--- config.mk ---
export PLATFORM = sky130hd
export DESIGN_NAME = morse_symbol_decoder
export DESIGN_NICKNAME = d
export VERILOG_FILES = /design/src/msd_pkg.sv /design/src/msd_cfg_regs.sv /design/src/msd_decode.sv /design/src/morse_symbol_decoder.sv
export SDC_FILE = /design/constraint.sdc
export NUM_CORES = 1
export LEC_CHECK = 0
export BUFFER_PORTS_ARGS = -buffer_cell sky130_fd_sc_hd__buf_2
export CAP_MARGIN = 20
export CORE_MARGIN = 4
export CORE_UTILIZATION = 50
export DETAILED_ROUTE_END_ITERATION = 7
export PLACE_DENSITY = 0.8
export SLEW_MARGIN = 15
export SYNTH_ARGS = -nofsm -noshare
export SYNTH_HDL_FRONTEND = slang
export SYNTH_SLANG_ARGS = --single-unit
--- constraint.sdc ---
create_clock -name clk -period 5.87 [get_ports clk]
set_clock_uncertainty 0.05 [all_clocks]
set_input_delay 1.174 -clock clk [delete_from_list [all_inputs] [get_ports clk]]
set_output_delay 1.174 -clock clk [all_outputs]
set_load 0.02 [all_outputs]
--- src/msd_pkg.sv ---
package msd_pkg;

  localparam int SizeW     = 16;
  localparam int CharW     = 7;
  localparam int MaxSymbols = 5;
  localparam int CountW    = 3;
  localparam int IndexW    = 9;
  localparam int CfgIndexW = 2;

  localparam logic [CfgIndexW-1:0] REG_DOT_SIZE         = 2'd0;
  localparam logic [CfgIndexW-1:0] REG_LETTER_END_SIZE  = 2'd1;
  localparam logic [CfgIndexW-1:0] REG_WORD_END_SIZE    = 2'd2;
  localparam logic [CfgIndexW-1:0] REG_MESSAGE_END_SIZE = 2'd3;

  localparam logic [SizeW-1:0] DOT_SIZE_RST         = 16'd25;
  localparam logic [SizeW-1:0] LETTER_END_SIZE_RST  = 16'd45;
  localparam logic [SizeW-1:0] WORD_END_SIZE_RST    = 16'd55;
  localparam logic [SizeW-1:0] MESSAGE_END_SIZE_RST = 16'd65;

  localparam logic [CharW-1:0] CHAR_SPACE   = 7'd32;
  localparam logic [CharW-1:0] CHAR_NEWLINE = 7'd10;

  typedef struct packed {
    logic [SizeW-1:0] dot_size;
    logic [SizeW-1:0] letter_end_size;
    logic [SizeW-1:0] word_end_size;
    logic [SizeW-1:0] message_end_size;
  } msd_cfg_t;

  typedef struct packed {
    logic             message_end;
    logic             overflow;
    logic             recognized;
    logic [CharW-1:0] character;
  } msd_result_t;

  typedef struct packed {
    logic             recognized;
    logic [CharW-1:0] character;
  } msd_lookup_t;

  function automatic msd_lookup_t msd_char_lookup(input logic [IndexW-1:0] idx);
    msd_lookup_t res;
    res.recognized = 1'b1;
    case (idx)
      9'd142: res.character = 7'h61;
      9'd264: res.character = 7'h62;
      9'd328: res.character = 7'h63;
      9'd268: res.character = 7'h64;
      9'd15:  res.character = 7'h65;
      9'd72:  res.character = 7'h66;
      9'd396: res.character = 7'h67;
      9'd8:   res.character = 7'h68;
      9'd14:  res.character = 7'h69;
      9'd232: res.character = 7'h6A;
      9'd332: res.character = 7'h6B;
      9'd136: res.character = 7'h6C;
      9'd398: res.character = 7'h6D;
      9'd270: res.character = 7'h6E;
      9'd460: res.character = 7'h6F;
      9'd200: res.character = 7'h70;
      9'd424: res.character = 7'h71;
      9'd140: res.character = 7'h72;
      9'd12:  res.character = 7'h73;
      9'd271: res.character = 7'h74;
      9'd76:  res.character = 7'h75;
      9'd40:  res.character = 7'h76;
      9'd204: res.character = 7'h77;
      9'd296: res.character = 7'h78;
      9'd360: res.character = 7'h79;
      9'd392: res.character = 7'h7A;
      9'd496: res.character = 7'h30;
      9'd240: res.character = 7'h31;
      9'd112: res.character = 7'h32;
      9'd48:  res.character = 7'h33;
      9'd16:  res.character = 7'h34;
      9'd0:   res.character = 7'h35;
      9'd256: res.character = 7'h36;
      9'd384: res.character = 7'h37;
      9'd448: res.character = 7'h38;
      9'd480: res.character = 7'h39;
      default: begin
        res.recognized = 1'b0;
        res.character  = '0;
      end
    endcase
    return res;
  endfunction

endpackage

--- src/msd_cfg_regs.sv ---
module msd_cfg_regs
  import msd_pkg::*;
(
  input  logic                 clk,
  input  logic                 rst_n,
  input  logic                 cfg_valid,
  output logic                 cfg_ready,
  input  logic [CfgIndexW-1:0] cfg_index,
  input  logic [SizeW-1:0]     cfg_data,
  output msd_cfg_t             cfg
);

  msd_cfg_t cfg_r;
  msd_cfg_t cfg_nxt;

  assign cfg_ready = 1'b1;
  assign cfg       = cfg_r;

  always_comb begin
    cfg_nxt = cfg_r;
    if (cfg_valid) begin
      case (cfg_index)
        REG_DOT_SIZE:         cfg_nxt.dot_size         = cfg_data;
        REG_LETTER_END_SIZE:  cfg_nxt.letter_end_size  = cfg_data;
        REG_WORD_END_SIZE:    cfg_nxt.word_end_size    = cfg_data;
        REG_MESSAGE_END_SIZE: cfg_nxt.message_end_size = cfg_data;
        default:              cfg_nxt = cfg_r;
      endcase
    end
  end

  always_ff @(posedge clk) begin
    if (!rst_n) begin
      cfg_r.dot_size         <= DOT_SIZE_RST;
      cfg_r.letter_end_size  <= LETTER_END_SIZE_RST;
      cfg_r.word_end_size    <= WORD_END_SIZE_RST;
      cfg_r.message_end_size <= MESSAGE_END_SIZE_RST;
    end else begin
      cfg_r <= cfg_nxt;
    end
  end

endmodule

--- src/msd_decode.sv ---
module msd_decode
  import msd_pkg::*;
(
  input  logic             clk,
  input  logic             rst_n,
  input  logic             item_fire,
  input  logic [SizeW-1:0] packet_size,
  input  msd_cfg_t         cfg,
  output logic             result_valid,
  output msd_result_t      result
);

  logic [MaxSymbols-1:0] symbol_bits_r;
  logic [MaxSymbols-1:0] symbol_bits_nxt;
  logic [CountW-1:0]     symbol_count_r;
  logic [CountW-1:0]     symbol_count_nxt;
  logic                  too_many_r;
  logic                  too_many_nxt;

  logic                  is_letter_end;
  logic                  is_word_end;
  logic                  is_message_end;
  logic                  is_dot;
  logic [3:0]            fill_ones;
  logic [IndexW-1:0]     letter_idx;
  msd_lookup_t           lookup;

  assign is_letter_end  = (packet_size == cfg.letter_end_size);
  assign is_word_end    = (packet_size == cfg.word_end_size);
  assign is_message_end = (packet_size == cfg.message_end_size);
  assign is_dot         = (packet_size == cfg.dot_size);

  always_comb begin
    case (symbol_count_r)
      3'd0:    fill_ones = 4'b1111;
      3'd1:    fill_ones = 4'b1111;
      3'd2:    fill_ones = 4'b1110;
      3'd3:    fill_ones = 4'b1100;
      3'd4:    fill_ones = 4'b1000;
      default: fill_ones = 4'b0000;
    endcase
  end

  assign letter_idx = {symbol_bits_r, fill_ones};
  assign lookup     = msd_char_lookup(letter_idx);

  assign result_valid = is_letter_end | is_word_end | is_message_end;

  always_comb begin
    result = '0;
    if (is_letter_end) begin
      result.character  = lookup.character;
      result.recognized = lookup.recognized;
      result.overflow   = too_many_r;
    end else if (is_word_end) begin
      result.character = CHAR_SPACE;
    end else begin
      result.character   = CHAR_NEWLINE;
      result.message_end = 1'b1;
    end
  end

  always_comb begin
    symbol_bits_nxt  = symbol_bits_r;
    symbol_count_nxt = symbol_count_r;
    too_many_nxt     = too_many_r;
    if (item_fire) begin
      if (is_letter_end || (!is_word_end && is_message_end)) begin
        symbol_bits_nxt  = '0;
        symbol_count_nxt = '0;
        too_many_nxt     = 1'b0;
      end else if (!is_word_end) begin
        if (symbol_count_r >= CountW'(MaxSymbols)) begin
          too_many_nxt = 1'b1;
        end else begin
          if (!is_dot) begin
            symbol_bits_nxt = symbol_bits_r |
                              (MaxSymbols'(1 << (MaxSymbols - 1)) >> symbol_count_r);
          end
          symbol_count_nxt = symbol_count_r + CountW'(1);
        end
      end
    end
  end

  always_ff @(posedge clk) begin
    if (!rst_n) begin
      symbol_bits_r  <= '0;
      symbol_count_r <= '0;
      too_many_r     <= 1'b0;
    end else begin
      symbol_bits_r  <= symbol_bits_nxt;
      symbol_count_r <= symbol_count_nxt;
      too_many_r     <= too_many_nxt;
    end
  end

endmodule

--- src/morse_symbol_decoder.sv ---
// Inputs wait in the input register; results are offered from the result register.
// Throughput: one input transaction per cycle; the input register and the result
// register advance together whenever the result register is empty or being drained.
// Reset (rst_n, synchronous, active low) restores the size registers to their defaults
// and clears the symbol store, the overflow flag and both pipeline valid flags.
module morse_symbol_decoder
  import msd_pkg::*;
(
  input  logic                 clk,
  input  logic                 rst_n,
  input  logic                 in_tvalid,
  output logic                 in_tready,
  input  logic [SizeW-1:0]     in_tdata,   // [15:0] packet_size
  output logic                 out_tvalid,
  input  logic                 out_tready,
  output logic [7:0]           out_tdata,  // [6:0] character, [7] zero
  output logic [1:0]           out_tuser,  // [0] recognized, [1] overflow
  output logic                 out_tlast,  // message_end
  input  logic                 cfg_valid,
  output logic                 cfg_ready,
  input  logic [CfgIndexW-1:0] cfg_index,
  input  logic [SizeW-1:0]     cfg_data
);

  msd_cfg_t         cfg;
  logic             stage_valid_r;
  logic             stage_valid_nxt;
  logic [SizeW-1:0] stage_size_r;
  logic             out_valid_r;
  logic             out_valid_nxt;
  msd_result_t      out_item_r;
  logic             advance;
  logic             item_fire;
  logic             result_valid;
  msd_result_t      result;

  msd_cfg_regs u_cfg_regs (
    .clk       (clk),
    .rst_n     (rst_n),
    .cfg_valid (cfg_valid),
    .cfg_ready (cfg_ready),
    .cfg_index (cfg_index),
    .cfg_data  (cfg_data),
    .cfg       (cfg)
  );

  assign advance   = !out_valid_r || out_tready;
  assign item_fire = stage_valid_r && advance;
  assign in_tready = !stage_valid_r || advance;

  msd_decode u_decode (
    .clk          (clk),
    .rst_n        (rst_n),
    .item_fire    (item_fire),
    .packet_size  (stage_size_r),
    .cfg          (cfg),
    .result_valid (result_valid),
    .result       (result)
  );

  always_comb begin
    stage_valid_nxt = stage_valid_r;
    if (in_tready) begin
      stage_valid_nxt = in_tvalid;
    end
    out_valid_nxt = out_valid_r;
    if (advance) begin
      out_valid_nxt = stage_valid_r && result_valid;
    end
  end

  always_ff @(posedge clk) begin
    if (!rst_n) begin
      stage_valid_r <= 1'b0;
      out_valid_r   <= 1'b0;
    end else begin
      stage_valid_r <= stage_valid_nxt;
      out_valid_r   <= out_valid_nxt;
    end
  end

  always_ff @(posedge clk) begin
    if (in_tready && in_tvalid) begin
      stage_size_r <= in_tdata;
    end
    if (item_fire && result_valid) begin
      out_item_r <= result;
    end
  end

  assign out_tvalid = out_valid_r;
  assign out_tdata  = {1'b0, out_item_r.character};
  assign out_tuser  = {out_item_r.overflow, out_item_r.recognized};
  assign out_tlast  = out_item_r.message_end;

endmodule

==> run summary, run 1 <==
The number of global-route vias before repair is 4286. The count of flip-flops with a built-in enable after synthesis came out at 26. In this run, the number of DRC markers left after iteration 0 of detailed routing was 408. The post-route fraction of the period consumed by the critical path came out at 0.508. The required time of the critical path came out at 5.82 ns.

In the synthesized netlist the dominant register cell turns out to be sky130_fd_sc_hd__dfxtp_1. The number of resized instances in the post-cts repair step is 0. The worst-path maximum fanout came out at 10.

The count of endpoints failing hold in the final timing report is 0. The kind of cell adding the most delay to the critical path is simple AND/OR/NAND/NOR gates. The utilization after layout is 0.551. The number of antenna violations at the first check in global routing is 0. The total number of vias is 4289.

The number of top-level pins came out at 53. Counting the buffers created by CTS gives 9. The post-route DRC violation count came out at 0.

Counting flops with an async set or reset pin after synthesis yields a share of 0. In this run the worst setup path begins at stage_size_r[14]$_DFFE_PP_. The completed layout was analyzed and its total power is 1.34 mW. The flop-to-flop setup slack is 2.89 ns. In this run the critical register-to-register path is launched from stage_size_r[14]$_DFFE_PP_. The die span in x is 112 µm. From synthesis to final layout, the design area changed by 6.50%. The worst path in the final design needs a cycle of 2.98 ns, including I/O delays and setup. After synthesis, the largest family of logic cells by area is simple AND/OR/NAND/NOR gates.

The post-DP HPWL is 9270 µm. TritonCTS built the clock tree. The delay contributed by the slowest stage of the critical path came out at 0.82 ns. The number of cell rows is 37. The area inside the core boundary came out at 10400 µm². The number of buffers and inverters on the critical path is 0. The final layout contains routed wiring with a total length of 13100 µm. The number of input and output port buffers inserted is 50. Of the total synthesized cell area, the portion taken by full adders, half adders and majority gates is 0.0117. The kind of launch point of the worst setup path is a register. Of the total power, the share spent switching nets is 0.276.

After global routing the overflow that remains totals 0. The net count of the finished layout is 656. The worst register-to-register path ends at out_tdata[6]$_SDFFCE_PP0P_.

The sequential fraction of the synthesis area came out at 0.425. In this run the static leakage power is 2.05 nW. The power density over cell area is 235 nW/µm². The routed length per instance came out at 17.4 µm. At the worst endpoint, the arrival time is 2.93 ns. The first-pass iteration count of the detailed router is 5.

The number of library cell types mapped by synthesis is 71. The class of the most critical hold timing path is reg -> reg. The net count of the mapped netlist came out at 645. The run finished with clean final reports. The mean post-synth cell area came out at 8.93 µm².

The type of destination of the critical path is a register. The post-synthesis register bit count is 101. Traced cell by cell, the critical path runs through xnor2_2 -> nand4_1 -> nor4_1 -> nor2_1 -> a21oi_1.

Of the total power, the clock network draws 0.305. Of the total power, registers draw 0.577. The largest net degree at the start of global routing came out at 74. The number of vias per cell came out at 5.70. The critical path depth is 5. The buffer type at the clock tree root is sky130_fd_sc_hd__clkbuf_8.

The level count of the clock H-tree is 3. Of the total power, combinational logic draws 0.118. The mux share of post-synthesis cell area is 0.00583. The kind of critical path is reg -> reg.

From bottom edge to top edge, the die measures 112 µm. Clock latency on the worst-skew pair, taken at its later pin, is 0.36 ns. CTS saw 101 sinks.

During synthesis, Yosys emitted a total of 0 warnings. Synthesis handed over a netlist of 601 instances. After synthesis the cells add up to 5370 µm². The number of antenna diodes came out at 0. At the end of routability-driven placement, the weighted congestion stood at 0.910. The initial core utilization came out at 0.518. The xor and xnor area share after synthesis came out at 0.113.

The die covers 12500 µm². For this design, the slowest cell found on the critical path is sky130_fd_sc_hd__nor4_1. The combined global-route utilization of all metal layers is 0.214. The smallest hold slack is 0.428 ns. The quantity of hold-fixing buffers added after cts is 0.

After clock tree synthesis, the setup repair step added 0 buffers. The endpoint of the worst setup timing path is out_tdata[6]$_SDFFCE_PP0P_. The area share of and/or/nand/nor cells after synthesis came out at 0.221. The worst max-slew margin expressed relative to the limit is 0.377. Across the run, the number of max-cap violations was 0. The register clock-pin slew on the reported worst setup and hold paths is 0.10 ns. The complex-gate fraction of the synthesized area came out at 0.165. The maximum clock frequency came out at 335 MHz.

The final-report max-slew violation count is 0. Setup repair after global routing left no endpoint under its margin. The clock passes through at most 2 buffers. The logic depth of the worst register-to-register path is 5. Setup violations remaining at the end of the flow were counted as 0. The switching power is 0.371 mW. The share of final-layout standard cells stronger than drive strength 1 is 0.143. The final total negative setup slack is 0 ns. The largest vdd supply drop is 0.145 mV. The transition time at the pin with the least slew margin is 0.925 ns. The number of antenna-violating nets in the routed design came out at 0. Internal power comes to 0.973 mW.

The wire length of the first global-routing pass is 21500 µm.
==> cells in the mapped netlist (all sizes together), types with 2 or more instances <==
cell     number  area, µm²
a2111oi       4       36.3
a211oi        2       27.5
a21boi       50        375
a21oi        12       63.8
a22o          3       26.3
a31o          3       26.3
a31oi         4       25.0
a32o          2       20.0
a32oi         2       17.5
a41oi         3       41.3
and2          6       37.5
and3          5       36.3
buf          19        144
clkbuf       34        128
conb          2       7.51
dfxtp        75       1500
edfxtp       26        781
ha            5       62.6
inv          10       37.5
mux2i         2       20.0
nand2       143        537
nand2b        7       43.8
nand3        18       90.1
nand3b        3       22.5
nand4        15       93.8
nand4bb       2       22.5
nor2         14       52.6
nor2b         8       50.1
nor3          6       30.0
nor4          8       65.1
o211ai        2       15.0
o21a          2       22.5
o21ai        14       81.3
o2bb2ai       2       17.5
o31ai         2       15.0
or3           2       12.5
or3b          2       17.5
or4b          2       23.8
xnor2        48        458
xor2         17        149
==> cell type report <==
cell class                      count  area (µm²)
Multi-Input combinational cell    437        2780
Tap cell                          136         170
Timing Repair Buffer               53         273
Clock buffer                       11         131
Sequential cell                   101        2280
Clock inverter                      5        41.3
Fill cell                         958        4650
Inverter                           10        37.5
==> power by group through the flow <==
| stage | Combinational [mW] | Clock (mW) | Sequential, mW |
|---|---|---|---|
| final | 0.159 | 0.409 | 0.776 |
| after global routing | 0.175 | 0.443 | 0.780 |
| after CTS | 0.158 | 0.412 | 0.775 |
| after detailed placement | 0.158 | 0 | 0.791 |
| after global placement | 0.154 | 0 | 0.789 |
| after floorplan | 0.136 | 0 | 0.768 |
==> worst min-delay path, cell delays in order, from the launching register on <==
cell and delay [ns]:
sky130_fd_sc_hd__dfxtp_1 0.33, sky130_fd_sc_hd__nand2_1 0.05, sky130_fd_sc_hd__a21boi_1 0.05
==> sequential cells by signal, summed over array words and instances (netlist names) <==
signal,cells
u_cfg_regs.cfg,64
stage_size_r,16
out_tdata,7
u_decode.symbol_bits_r,5
u_decode.symbol_count_r,3
out_tuser,2
out_tlast,1
out_tvalid,1
stage_valid_r,1
u_decode.too_many_r,1
==> routing by layer <==
metal  global-route usage  up-vias  share of wire
li1                     -     2069              -
met4               0.0681        0          0.024
met1                0.251     2041           0.40
met3               0.0315       28          0.053
met2                0.399      151           0.52
met5                    0        -              0
==> cells by family (layout without fill, tap and decap cells) <==
kind of cell,Yosys count,after routing
AOI/OAI and AO/OA,115,115
xor gates and xnor gates,65,65
adders and majority gates,5,5
buffers and inverters,63,79
DFF,101,101
muxes,3,3
other,2,2
and+or+nand+nor,247,247
==> how the worst min path moves through the flow <==
| stage | from | endpoint | cells after the start |
|---|---|---|---|
| after CTS | u_cfg_regs.cfg[60]$_SDFFE_PN0P_ | u_cfg_regs.cfg[60]$_SDFFE_PN0P_ | 2 |
| final | u_cfg_regs.cfg[60]$_SDFFE_PN0P_ | u_cfg_regs.cfg[60]$_SDFFE_PN0P_ | 2 |
| after floorplan | u_cfg_regs.cfg[57]$_SDFFE_PN0P_ | u_cfg_regs.cfg[57]$_SDFFE_PN0P_ | 2 |
| after global routing | u_cfg_regs.cfg[63]$_SDFFE_PN0P_ | u_cfg_regs.cfg[63]$_SDFFE_PN0P_ | 2 |
| after detailed placement | u_cfg_regs.cfg[63]$_SDFFE_PN0P_ | u_cfg_regs.cfg[63]$_SDFFE_PN0P_ | 2 |
| after global placement | u_cfg_regs.cfg[60]$_SDFFE_PN0P_ | u_cfg_regs.cfg[60]$_SDFFE_PN0P_ | 2 |
==> layout by cell type, fill, tap and decap left out, types with 5 or more instances in the layout <==
cell type / netlist / final
sky130_fd_sc_hd__nor4_1: 7 / 7
sky130_fd_sc_hd__and2_1: 6 / 6
sky130_fd_sc_hd__clkbuf_8: 0 / 9
sky130_fd_sc_hd__a21boi_0: 43 / 43
sky130_fd_sc_hd__nor3_1: 6 / 6
sky130_fd_sc_hd__a21oi_1: 11 / 11
sky130_fd_sc_hd__buf_2: 7 / 50
sky130_fd_sc_hd__inv_1: 10 / 10
sky130_fd_sc_hd__xnor2_2: 5 / 5
sky130_fd_sc_hd__dfxtp_1: 75 / 75
sky130_fd_sc_hd__edfxtp_1: 26 / 26
sky130_fd_sc_hd__o21ai_0: 11 / 11
sky130_fd_sc_hd__xnor2_1: 43 / 43
sky130_fd_sc_hd__nand3_1: 18 / 18
sky130_fd_sc_hd__nor2_1: 14 / 14
sky130_fd_sc_hd__nor2b_1: 8 / 8
sky130_fd_sc_hd__nand2b_1: 7 / 7
sky130_fd_sc_hd__nand2_1: 143 / 143
sky130_fd_sc_hd__ha_1: 5 / 5
sky130_fd_sc_hd__a21boi_1: 7 / 7
sky130_fd_sc_hd__nand4_1: 15 / 15
sky130_fd_sc_hd__xor2_1: 17 / 17
==> through the flow <==
| step | setup slack [ns] | instance area (µm²) | cells |
|---|---|---|---|
| 6_report | 2.89 | 5720 | 753 |
| 5_1_grt | 2.62 | 5720 | 753 |
| 4_1_cts | 2.89 | 5720 | 753 |
| 3_5_place_dp | 2.90 | 5550 | 737 |
| 3_3_place_gp | 2.98 | 5550 | 737 |
| 2_1_floorplan | 3.16 | 5370 | 601 |
Note: power is estimated with default switching activity, not from simulation.
==> inputs of run 2 (changes only) <==
--- a/config.mk
+++ b/config.mk
@@ -5,6 +5,7 @@
 export SDC_FILE = /design/constraint.sdc
 export NUM_CORES = 1
 export LEC_CHECK = 0
+export ABC_AREA = 1
 export BUFFER_PORTS_ARGS = -buffer_cell sky130_fd_sc_hd__buf_2
 export CAP_MARGIN = 20
 export CORE_MARGIN = 4
==> constraint.sdc (replaced) <==
create_clock -name clk -period 3.1 [get_ports clk]
set_clock_uncertainty 0.05 [all_clocks]
set_input_delay 0.62 -clock clk [delete_from_list [all_inputs] [get_ports clk]]
set_output_delay 0.62 -clock clk [all_outputs]
set_load 0.02 [all_outputs]
==> run summary, run 2 <==
The library cells used most frequently in the layout, excluding fill and tap cells, are sky130_fd_sc_hd__nand2_1, sky130_fd_sc_hd__nor2_1, sky130_fd_sc_hd__inv_1, sky130_fd_sc_hd__dfxtp_1, sky130_fd_sc_hd__o21ai_0. The proportion of synthesized flip-flops having asynchronous set or reset came out at 0. The register clock-pin slew on the reported worst setup and hold paths is 0.09 ns. The routed length per instance came out at 13.1 µm.

The congestion estimate from routability-driven global placement came to 1.01. The mean post-synth cell area came out at 6.89 µm². The total length of routed met2 wires came out at 5780 µm. The number of antenna diodes is 0. In this run the most critical hold path is launched from in_tdata[9].

The final total negative setup slack is 0 ns. The count of endpoints failing hold in the final timing report came to 0. The worst setup path is launched from a register. Setup repair after global routing left no endpoint under its margin. The area inside the core boundary is 10400 µm². The share of final-layout standard cells stronger than drive strength 1 came out at 0.128. By instance count, the cell type seen most on the critical path is sky130_fd_sc_hd__nand2_1.

In the global route stage, overall resource usage came out at 0.201. Measured against its own limit, the worst slew margin works out to 0.427. The transition time at the pin with the least slew margin came out at 0.859 ns.

The commonest register cell after synthesis is sky130_fd_sc_hd__dfxtp_1. The number of setup violations in the final report is 0. The shortest clock period the worst path allows after layout came out at 2.39 ns.

The tree is rooted in a sky130_fd_sc_hd__clkbuf_8. Leaving out fill and tap cells, the most frequent cell in the layout is sky130_fd_sc_hd__nand2_1. In this run the horizontal extent of the chip is 111 µm. The count of flip-flops with a built-in enable after synthesis is 26. The number of violations of the max-capacitance limit is 0. The number of nets at the end of the flow came out at 865. Of the post-synthesis cell area, the dominant cell type holds 0.281. The final-report max-slew violation count is 0. Yosys attributes the largest share of cell area to sky130_fd_sc_hd__dfxtp_1, sky130_fd_sc_hd__nand2_1, sky130_fd_sc_hd__edfxtp_1, sky130_fd_sc_hd__nor2_1, sky130_fd_sc_hd__inv_1. The met1 wire length is 5940 µm. The slowest stage of the critical path is the sky130_fd_sc_hd__edfxtp_1 cell. The biggest area contributor in the post-synthesis netlist is sky130_fd_sc_hd__dfxtp_1. The largest vdd supply drop is 0.298 mV. The power density over cell area came out at 438 nW/µm². The class of the most critical hold timing path is in -> reg. The total placed cells including tap cells came out at 946. The total number of vias is 4838. The complex-gate fraction of the synthesized area is 0.114. The run finished with clean final reports. The number of top-level pins came out at 53. The yosys synthesis warning count is 0. The post-route fraction of the period consumed by the critical path came out at 0.773. The post-route DRC violation count is 0. For the worst-skew pair, the clock arrives at the later sink with an insertion delay of 0.36 ns.

The number of cell rows is 37. The height of the chip came out at 111 µm. TritonCTS built the clock tree.

After synthesis, the largest family of logic cells by area is simple AND/OR/NAND/NOR gates. The kind of cell adding the most delay to the critical path is simple AND/OR/NAND/NOR gates. At the worst endpoint, the required time is 3.07 ns.

Walking the worst path, the cells encountered are xnor2_1 -> nand2_1 -> nor2_1 -> nand2_1 -> nor2_1 -> inv_1 -> nand2_1 -> inv_1 -> nand2_1 -> nand2_1 -> inv_1. The worst-path maximum fanout is 10. The number of violations reported at the end of detailed-routing iteration 0 is 352. Summed over all nets, the half-perimeter wirelength after detailed placement is 9290 µm. In this run the static leakage power is 2.84 nW. The floorplan step defined a die boundary enclosing 12400 µm².

The routed design uses 675 µm of met3 wire. The number of input and output port buffers inserted is 50. The worst setup path startpoint is stage_size_r[2]$_DFFE_PP_. The number of standard cells in the layout, taps in and fillers out came out at 962.

The post-synthesis register bit count is 101. The worst setup path is captured at a register. The critical path is of the reg -> reg type. The number of library cell types mapped by synthesis came out at 33. Measured on the finished design, the core utilization comes to 0.568.

The CTS buffer count came out at 9. The cell area after placement is 5720 µm². Compared with the post-synthesis result, the final layout area differs by 10.3%. The net count of the mapped netlist came out at 819. The delay contributed by the slowest stage of the critical path is 0.50 ns. The number of antenna-violating nets in the routed design is 0. The number of global-route vias before repair came out at 4294. The final design instance area without fill is 5890 µm². The wire length of the first global-routing pass came out at 20500 µm. The mapped cell area is 5340 µm². The fraction of the mapped netlist area in adder cells came out at 0.0117. The quantity of hold-fixing buffers added after cts is 0.

The launching point of the worst reg2reg path is stage_size_r[2]$_DFFE_PP_. Gates resized during post-CTS repair numbered 0. The flip-flop count of the largest register after layout is 64. The number of antenna violations at the first check in global routing is 0.

The number of buffers added for setup after CTS is 0. The mux share of post-synthesis cell area came out at 0. The largest net degree at the start of global routing came out at 28. The level count of the clock H-tree came out at 3. The detailed router used layers up to and including met4. The number of vias per cell came out at 5.03. The final global-route overflow total came out at 0. The worst path buffer plus inverter count is 3.

The worst-case clock buffer depth came out at 2. The pre-antenna-repair detailed-routing pass consisted of 5 iterations. After synthesis, the most frequently instantiated cells are sky130_fd_sc_hd__nand2_1, sky130_fd_sc_hd__nor2_1, sky130_fd_sc_hd__inv_1.

The area share of and/or/nand/nor cells after synthesis came out at 0.317. For this configuration, the core starts out at a cell density of 0.515. The most frequent cell after synthesis is sky130_fd_sc_hd__nand2_1. The cell count after synthesis is 775. Based on the critical path, the design can be clocked at up to 418 MHz. The share of the Yosys chip area taken by registers is 0.427. The signal arrival time at the worst endpoint is 2.37 ns. The xor and xnor area share after synthesis is 0.0426. The clock net sink count is 101. For this block, the routed nets add up to 12600 µm of wire.
-- run 2: cell types whose count changed after synthesis, moves of 8 or more --
cell	previous run	this run
sky130_fd_sc_hd__a21boi_0	43	0
sky130_fd_sc_hd__xnor2_1	43	16
sky130_fd_sc_hd__nand3_1	18	33
sky130_fd_sc_hd__o21ai_0	11	59
sky130_fd_sc_hd__inv_1	10	84
sky130_fd_sc_hd__clkbuf_1	34	15
sky130_fd_sc_hd__nor2_1	14	122
sky130_fd_sc_hd__nor2b_1	8	0
sky130_fd_sc_hd__nand2_1	143	216
sky130_fd_sc_hd__nand4_1	15	4
sky130_fd_sc_hd__inv_2	0	15
sky130_fd_sc_hd__a21oi_1	11	43
-- run 2: kinds of logic after synthesis --
family          count (synthesis)
other cells                     2
simple gates                  406
fa+ha+maj                       5
compound gates                115
flops                         101
xor+xnor                       26
buf+inv                       120
-- run 2: final timing paths --
check | end | slack [ns] | cells past startpoint
worst max-delay path | out_tdata[0]$_SDFFCE_PP0P_ | 0.71 | 11
worst min-delay path | stage_size_r[9]$_DFFE_PP_ | 0.38 | 1
worst max register to register | out_tdata[0]$_SDFFCE_PP0P_ | 0.71 | 11
worst min register to register | u_cfg_regs.cfg[3]$_SDFFE_PN0P_ | 0.42 | 2
-- run 2: layout make-up --
class,instances,area [µm²]
multi-input cells,554,2600
flip-flops and latches,101,2280
inverters,99,372
clock buffers,10,138
repair buffers,56,295
well taps,136,170
clock inverters,6,38.8
fillers,989,4480
-- run 2: per-layer routing --
layer,track usage,vias to the layer above
li1,-,2537
met1,0.272,2144
met2,0.334,139
met3,0.0375,18
met4,0.0519,0
met5,0,-
-- run 2: report_power, final --
| group | total [mW] | internal, mW | leakage, nW | switching (mW) |
|---|---|---|---|---|
| clock network | 0.757 | 0.311 | 0.0897 | 0.445 |
| logic | 0.365 | 0.134 | 1.88 | 0.231 |
| registers | 1.46 | 1.41 | 0.864 | 0.0506 |
-- run 2: per-stage QoR --
stage	setup WS, ns	power [mW]	hold WS, ns
finish	0.705	2.58	0.375
global route	0.479	2.71	0.356
CTS	0.675	2.60	0.356
detailed placement	0.706	1.85	0.408
global placement	0.729	1.85	0.400
floorplan	1.13	1.74	0.382
==> inputs of run 3 (changes only) <==
--- a/config.mk
+++ b/config.mk
@@ -11,7 +11,7 @@
 export CORE_MARGIN = 4
 export CORE_UTILIZATION = 50
 export DETAILED_ROUTE_END_ITERATION = 7
-export PLACE_DENSITY = 0.8
+export PLACE_DENSITY = 0.83
 export SLEW_MARGIN = 15
 export SYNTH_ARGS = -nofsm -noshare
 export SYNTH_HDL_FRONTEND = slang
==> constraint.sdc (replaced) <==
create_clock -name clk -period 2 [get_ports clk]
set_clock_uncertainty 0.05 [all_clocks]
set_input_delay 0.4 -clock clk [delete_from_list [all_inputs] [get_ports clk]]
set_output_delay 0.4 -clock clk [all_outputs]
set_load 0.02 [all_outputs]
==> run summary, run 3 (same netlist as run 2, synthesis figures left out) <==
The flow ran to the end, but the final reports show violations. The final reports fail on negative setup slack. The final-report max-slew violation count was 0.

The number of setup violations in the final report is 2. The number of top-level pins came out at 53. The most common library cell in the layout ignoring fill and taps is sky130_fd_sc_hd__nand2_1. The area inside the core boundary came out at 10400 µm². The wire length of the first global-routing pass is 22200 µm. Of the cells placed in the final design, the portion with a size suffix greater than 1 is 0.240. The clock net sink count is 101. In this run the tool buffered the top-level ports with 50 buffer cells. The final total negative setup slack is -0.0403 ns.

The leakage power summed over all cells is 3.11 nW. The quantity of hold-fixing buffers added after cts is 0. At the end of routability-driven placement, the weighted congestion stood at 0.882. The first-pass iteration count of the detailed router is 5. The number of global-route vias before repair was 4766. In this run, the number of DRC markers left after iteration 0 of detailed routing was 383.

After clock tree synthesis, the clock-pin slew on the worst setup and hold paths is 0.10 ns. For this design the ratio of total power to cell area is 640 nW/µm². The routed layout has 5090 vias. Setup repair after global routing could not meet its margin everywhere.

The post-DP HPWL is 9660 µm. The net count of the finished layout is 909. The initial core utilization came out at 0.515. In the routed design, unresolved DRC markers number 0. CTS placed an instance of sky130_fd_sc_hd__clkbuf_8 at the clock tree root.

The largest net degree at the start of global routing is 28. The largest vdd supply drop is 0.526 mV. The die is 111 µm tall. Once detail routing completed, the nets flagged for antenna violations numbered 0. In the layout the commonest cells are sky130_fd_sc_hd__nand2_1, sky130_fd_sc_hd__nor2_1, sky130_fd_sc_hd__inv_1, sky130_fd_sc_hd__dfxtp_1, sky130_fd_sc_hd__o21ai_0. At the pin with the least slew margin, the transition time is 0.849 ns. The number of standard cells in the layout, taps in and fillers out came out at 1006. The routed length per instance came out at 13.5 µm. Wires add up to 13600 µm. The number of cell rows came out at 37. The level count of the clock H-tree came out at 3.

STA classifies the critical path startpoint as a register. After detailed routing, the number of vias per cell comes to 5.06. The area growth from synthesis to layout is 22.5%. Based on the critical path, the design can be clocked at up to 493 MHz. Summing internal, switching and leakage power gives 4.19 mW. The shortest clock period the worst path allows after layout is 2.03 ns.

The minimum setup slack in the final design came out at -0.0273 ns. The area of the die is 12400 µm². STA puts the critical path data arrival time at 2.12 ns. The clock reaches the later pin of the worst-skew pair after 0.39 ns. The post-route fraction of the period consumed by the critical path came out at 1.01. The kind of critical path is reg -> reg. The flip-flop count of the largest register after layout came out at 64. The number of clock buffers added by TritonCTS is 9. After detailed placement, the design holds a cell count of 975.

Hold timing on the final database bottoms out at a slack of 0.129 ns. The count of endpoints failing hold in the final timing report came out at 0. The number of violations of the max-capacitance limit is 0. The class of the most critical hold timing path is in -> reg. The worst-case clock buffer depth came out at 2. The repair_antennas step left the layout with diodes totalling 0. The final global-route overflow total came out at 0. Across every metal layer, demand over resource in global routing totals 0.218.

The required time of the critical path is 2.09 ns. The number of antenna violations at the first check in global routing is 0. Before CTS, the worst setup slack after placement is -0.135 ns. Measured against its own limit, the worst slew margin works out to 0.433. Of all nets on the critical path, the largest fanout is 8. The die span in x came out at 111 µm. TritonCTS built the clock tree. The worst setup path is captured at a register.
## run 3: final cells by class
type	count	area [µm²]
repair buffers	98	644
clock inverters	7	56.3
flip-flops and latches	101	2290
inverters	99	382
fillers	930	3830
multi-input cells	556	2880
clock buffers	9	124
well taps	136	170
## run 3: final timing paths
kind / start / endpoint / slack (ns) / cells after the start
setup reg to reg: u_decode.symbol_count_r[0]$_SDFFE_PN0P_ / out_tdata[5]$_DFFE_PP_ / -0.03 / 14
hold reg to reg: u_cfg_regs.cfg[14]$_SDFFE_PN0P_ / u_cfg_regs.cfg[14]$_SDFFE_PN0P_ / 0.42 / 2
hold / removal: in_tdata[6] / stage_size_r[6]$_DFFE_PP_ / 0.13 / 1
setup / recovery: u_decode.symbol_count_r[0]$_SDFFE_PN0P_ / out_tdata[5]$_DFFE_PP_ / -0.03 / 14
## run 3: what timing repair did
item	in CTS	in global routing
pin swaps	6	31
setup endpoints to repair	22	27
hold endpoints to repair	0	0
resized for setup	22	62
gates cloned	0	3
setup buffers	3	9
## run 3: power by group
group	switching, mW	internal [mW]
registers	0.0770	2.19
clock network	0.763	0.470
logic	0.415	0.275
total	1.25	2.93
## run 3: routing by layer
layer | wire length, µm | vias up | share of wire | track usage
li1 | - | 2613 | - | -
met1 | 6030 | 2288 | 0.44 | 0.289
met2 | 6460 | 167 | 0.48 | 0.356
met3 | 856 | 22 | 0.063 | 0.0522
met4 | 210 | 0 | 0.015 | 0.0608
met5 | 0 | - | 0 | 0
## run 3: stage by stage
step / utilization / area (µm²)
2_1_floorplan: - / 5340
3_3_place_gp: 0.573 / 5950
3_5_place_dp: 0.573 / 5950
4_1_cts: 0.600 / 6220
5_1_grt: 0.631 / 6540
6_report: 0.631 / 6540
## run 3: critical path: stages, from the launching register on
cell                      delay, ns
sky130_fd_sc_hd__dfxtp_4       0.38
sky130_fd_sc_hd__inv_4         0.08
sky130_fd_sc_hd__ha_4          0.15
sky130_fd_sc_hd__inv_4         0.04
sky130_fd_sc_hd__a21oi_4       0.15
sky130_fd_sc_hd__buf_4         0.15
sky130_fd_sc_hd__nor2_4        0.07
sky130_fd_sc_hd__nand4_1       0.12
sky130_fd_sc_hd__nand2_2       0.09
sky130_fd_sc_hd__nor2_4        0.11
sky130_fd_sc_hd__nand3_2       0.09
sky130_fd_sc_hd__nor2_2        0.09
sky130_fd_sc_hd__nand2_1       0.07
sky130_fd_sc_hd__nand2_2       0.08
sky130_fd_sc_hd__nand2_1       0.05
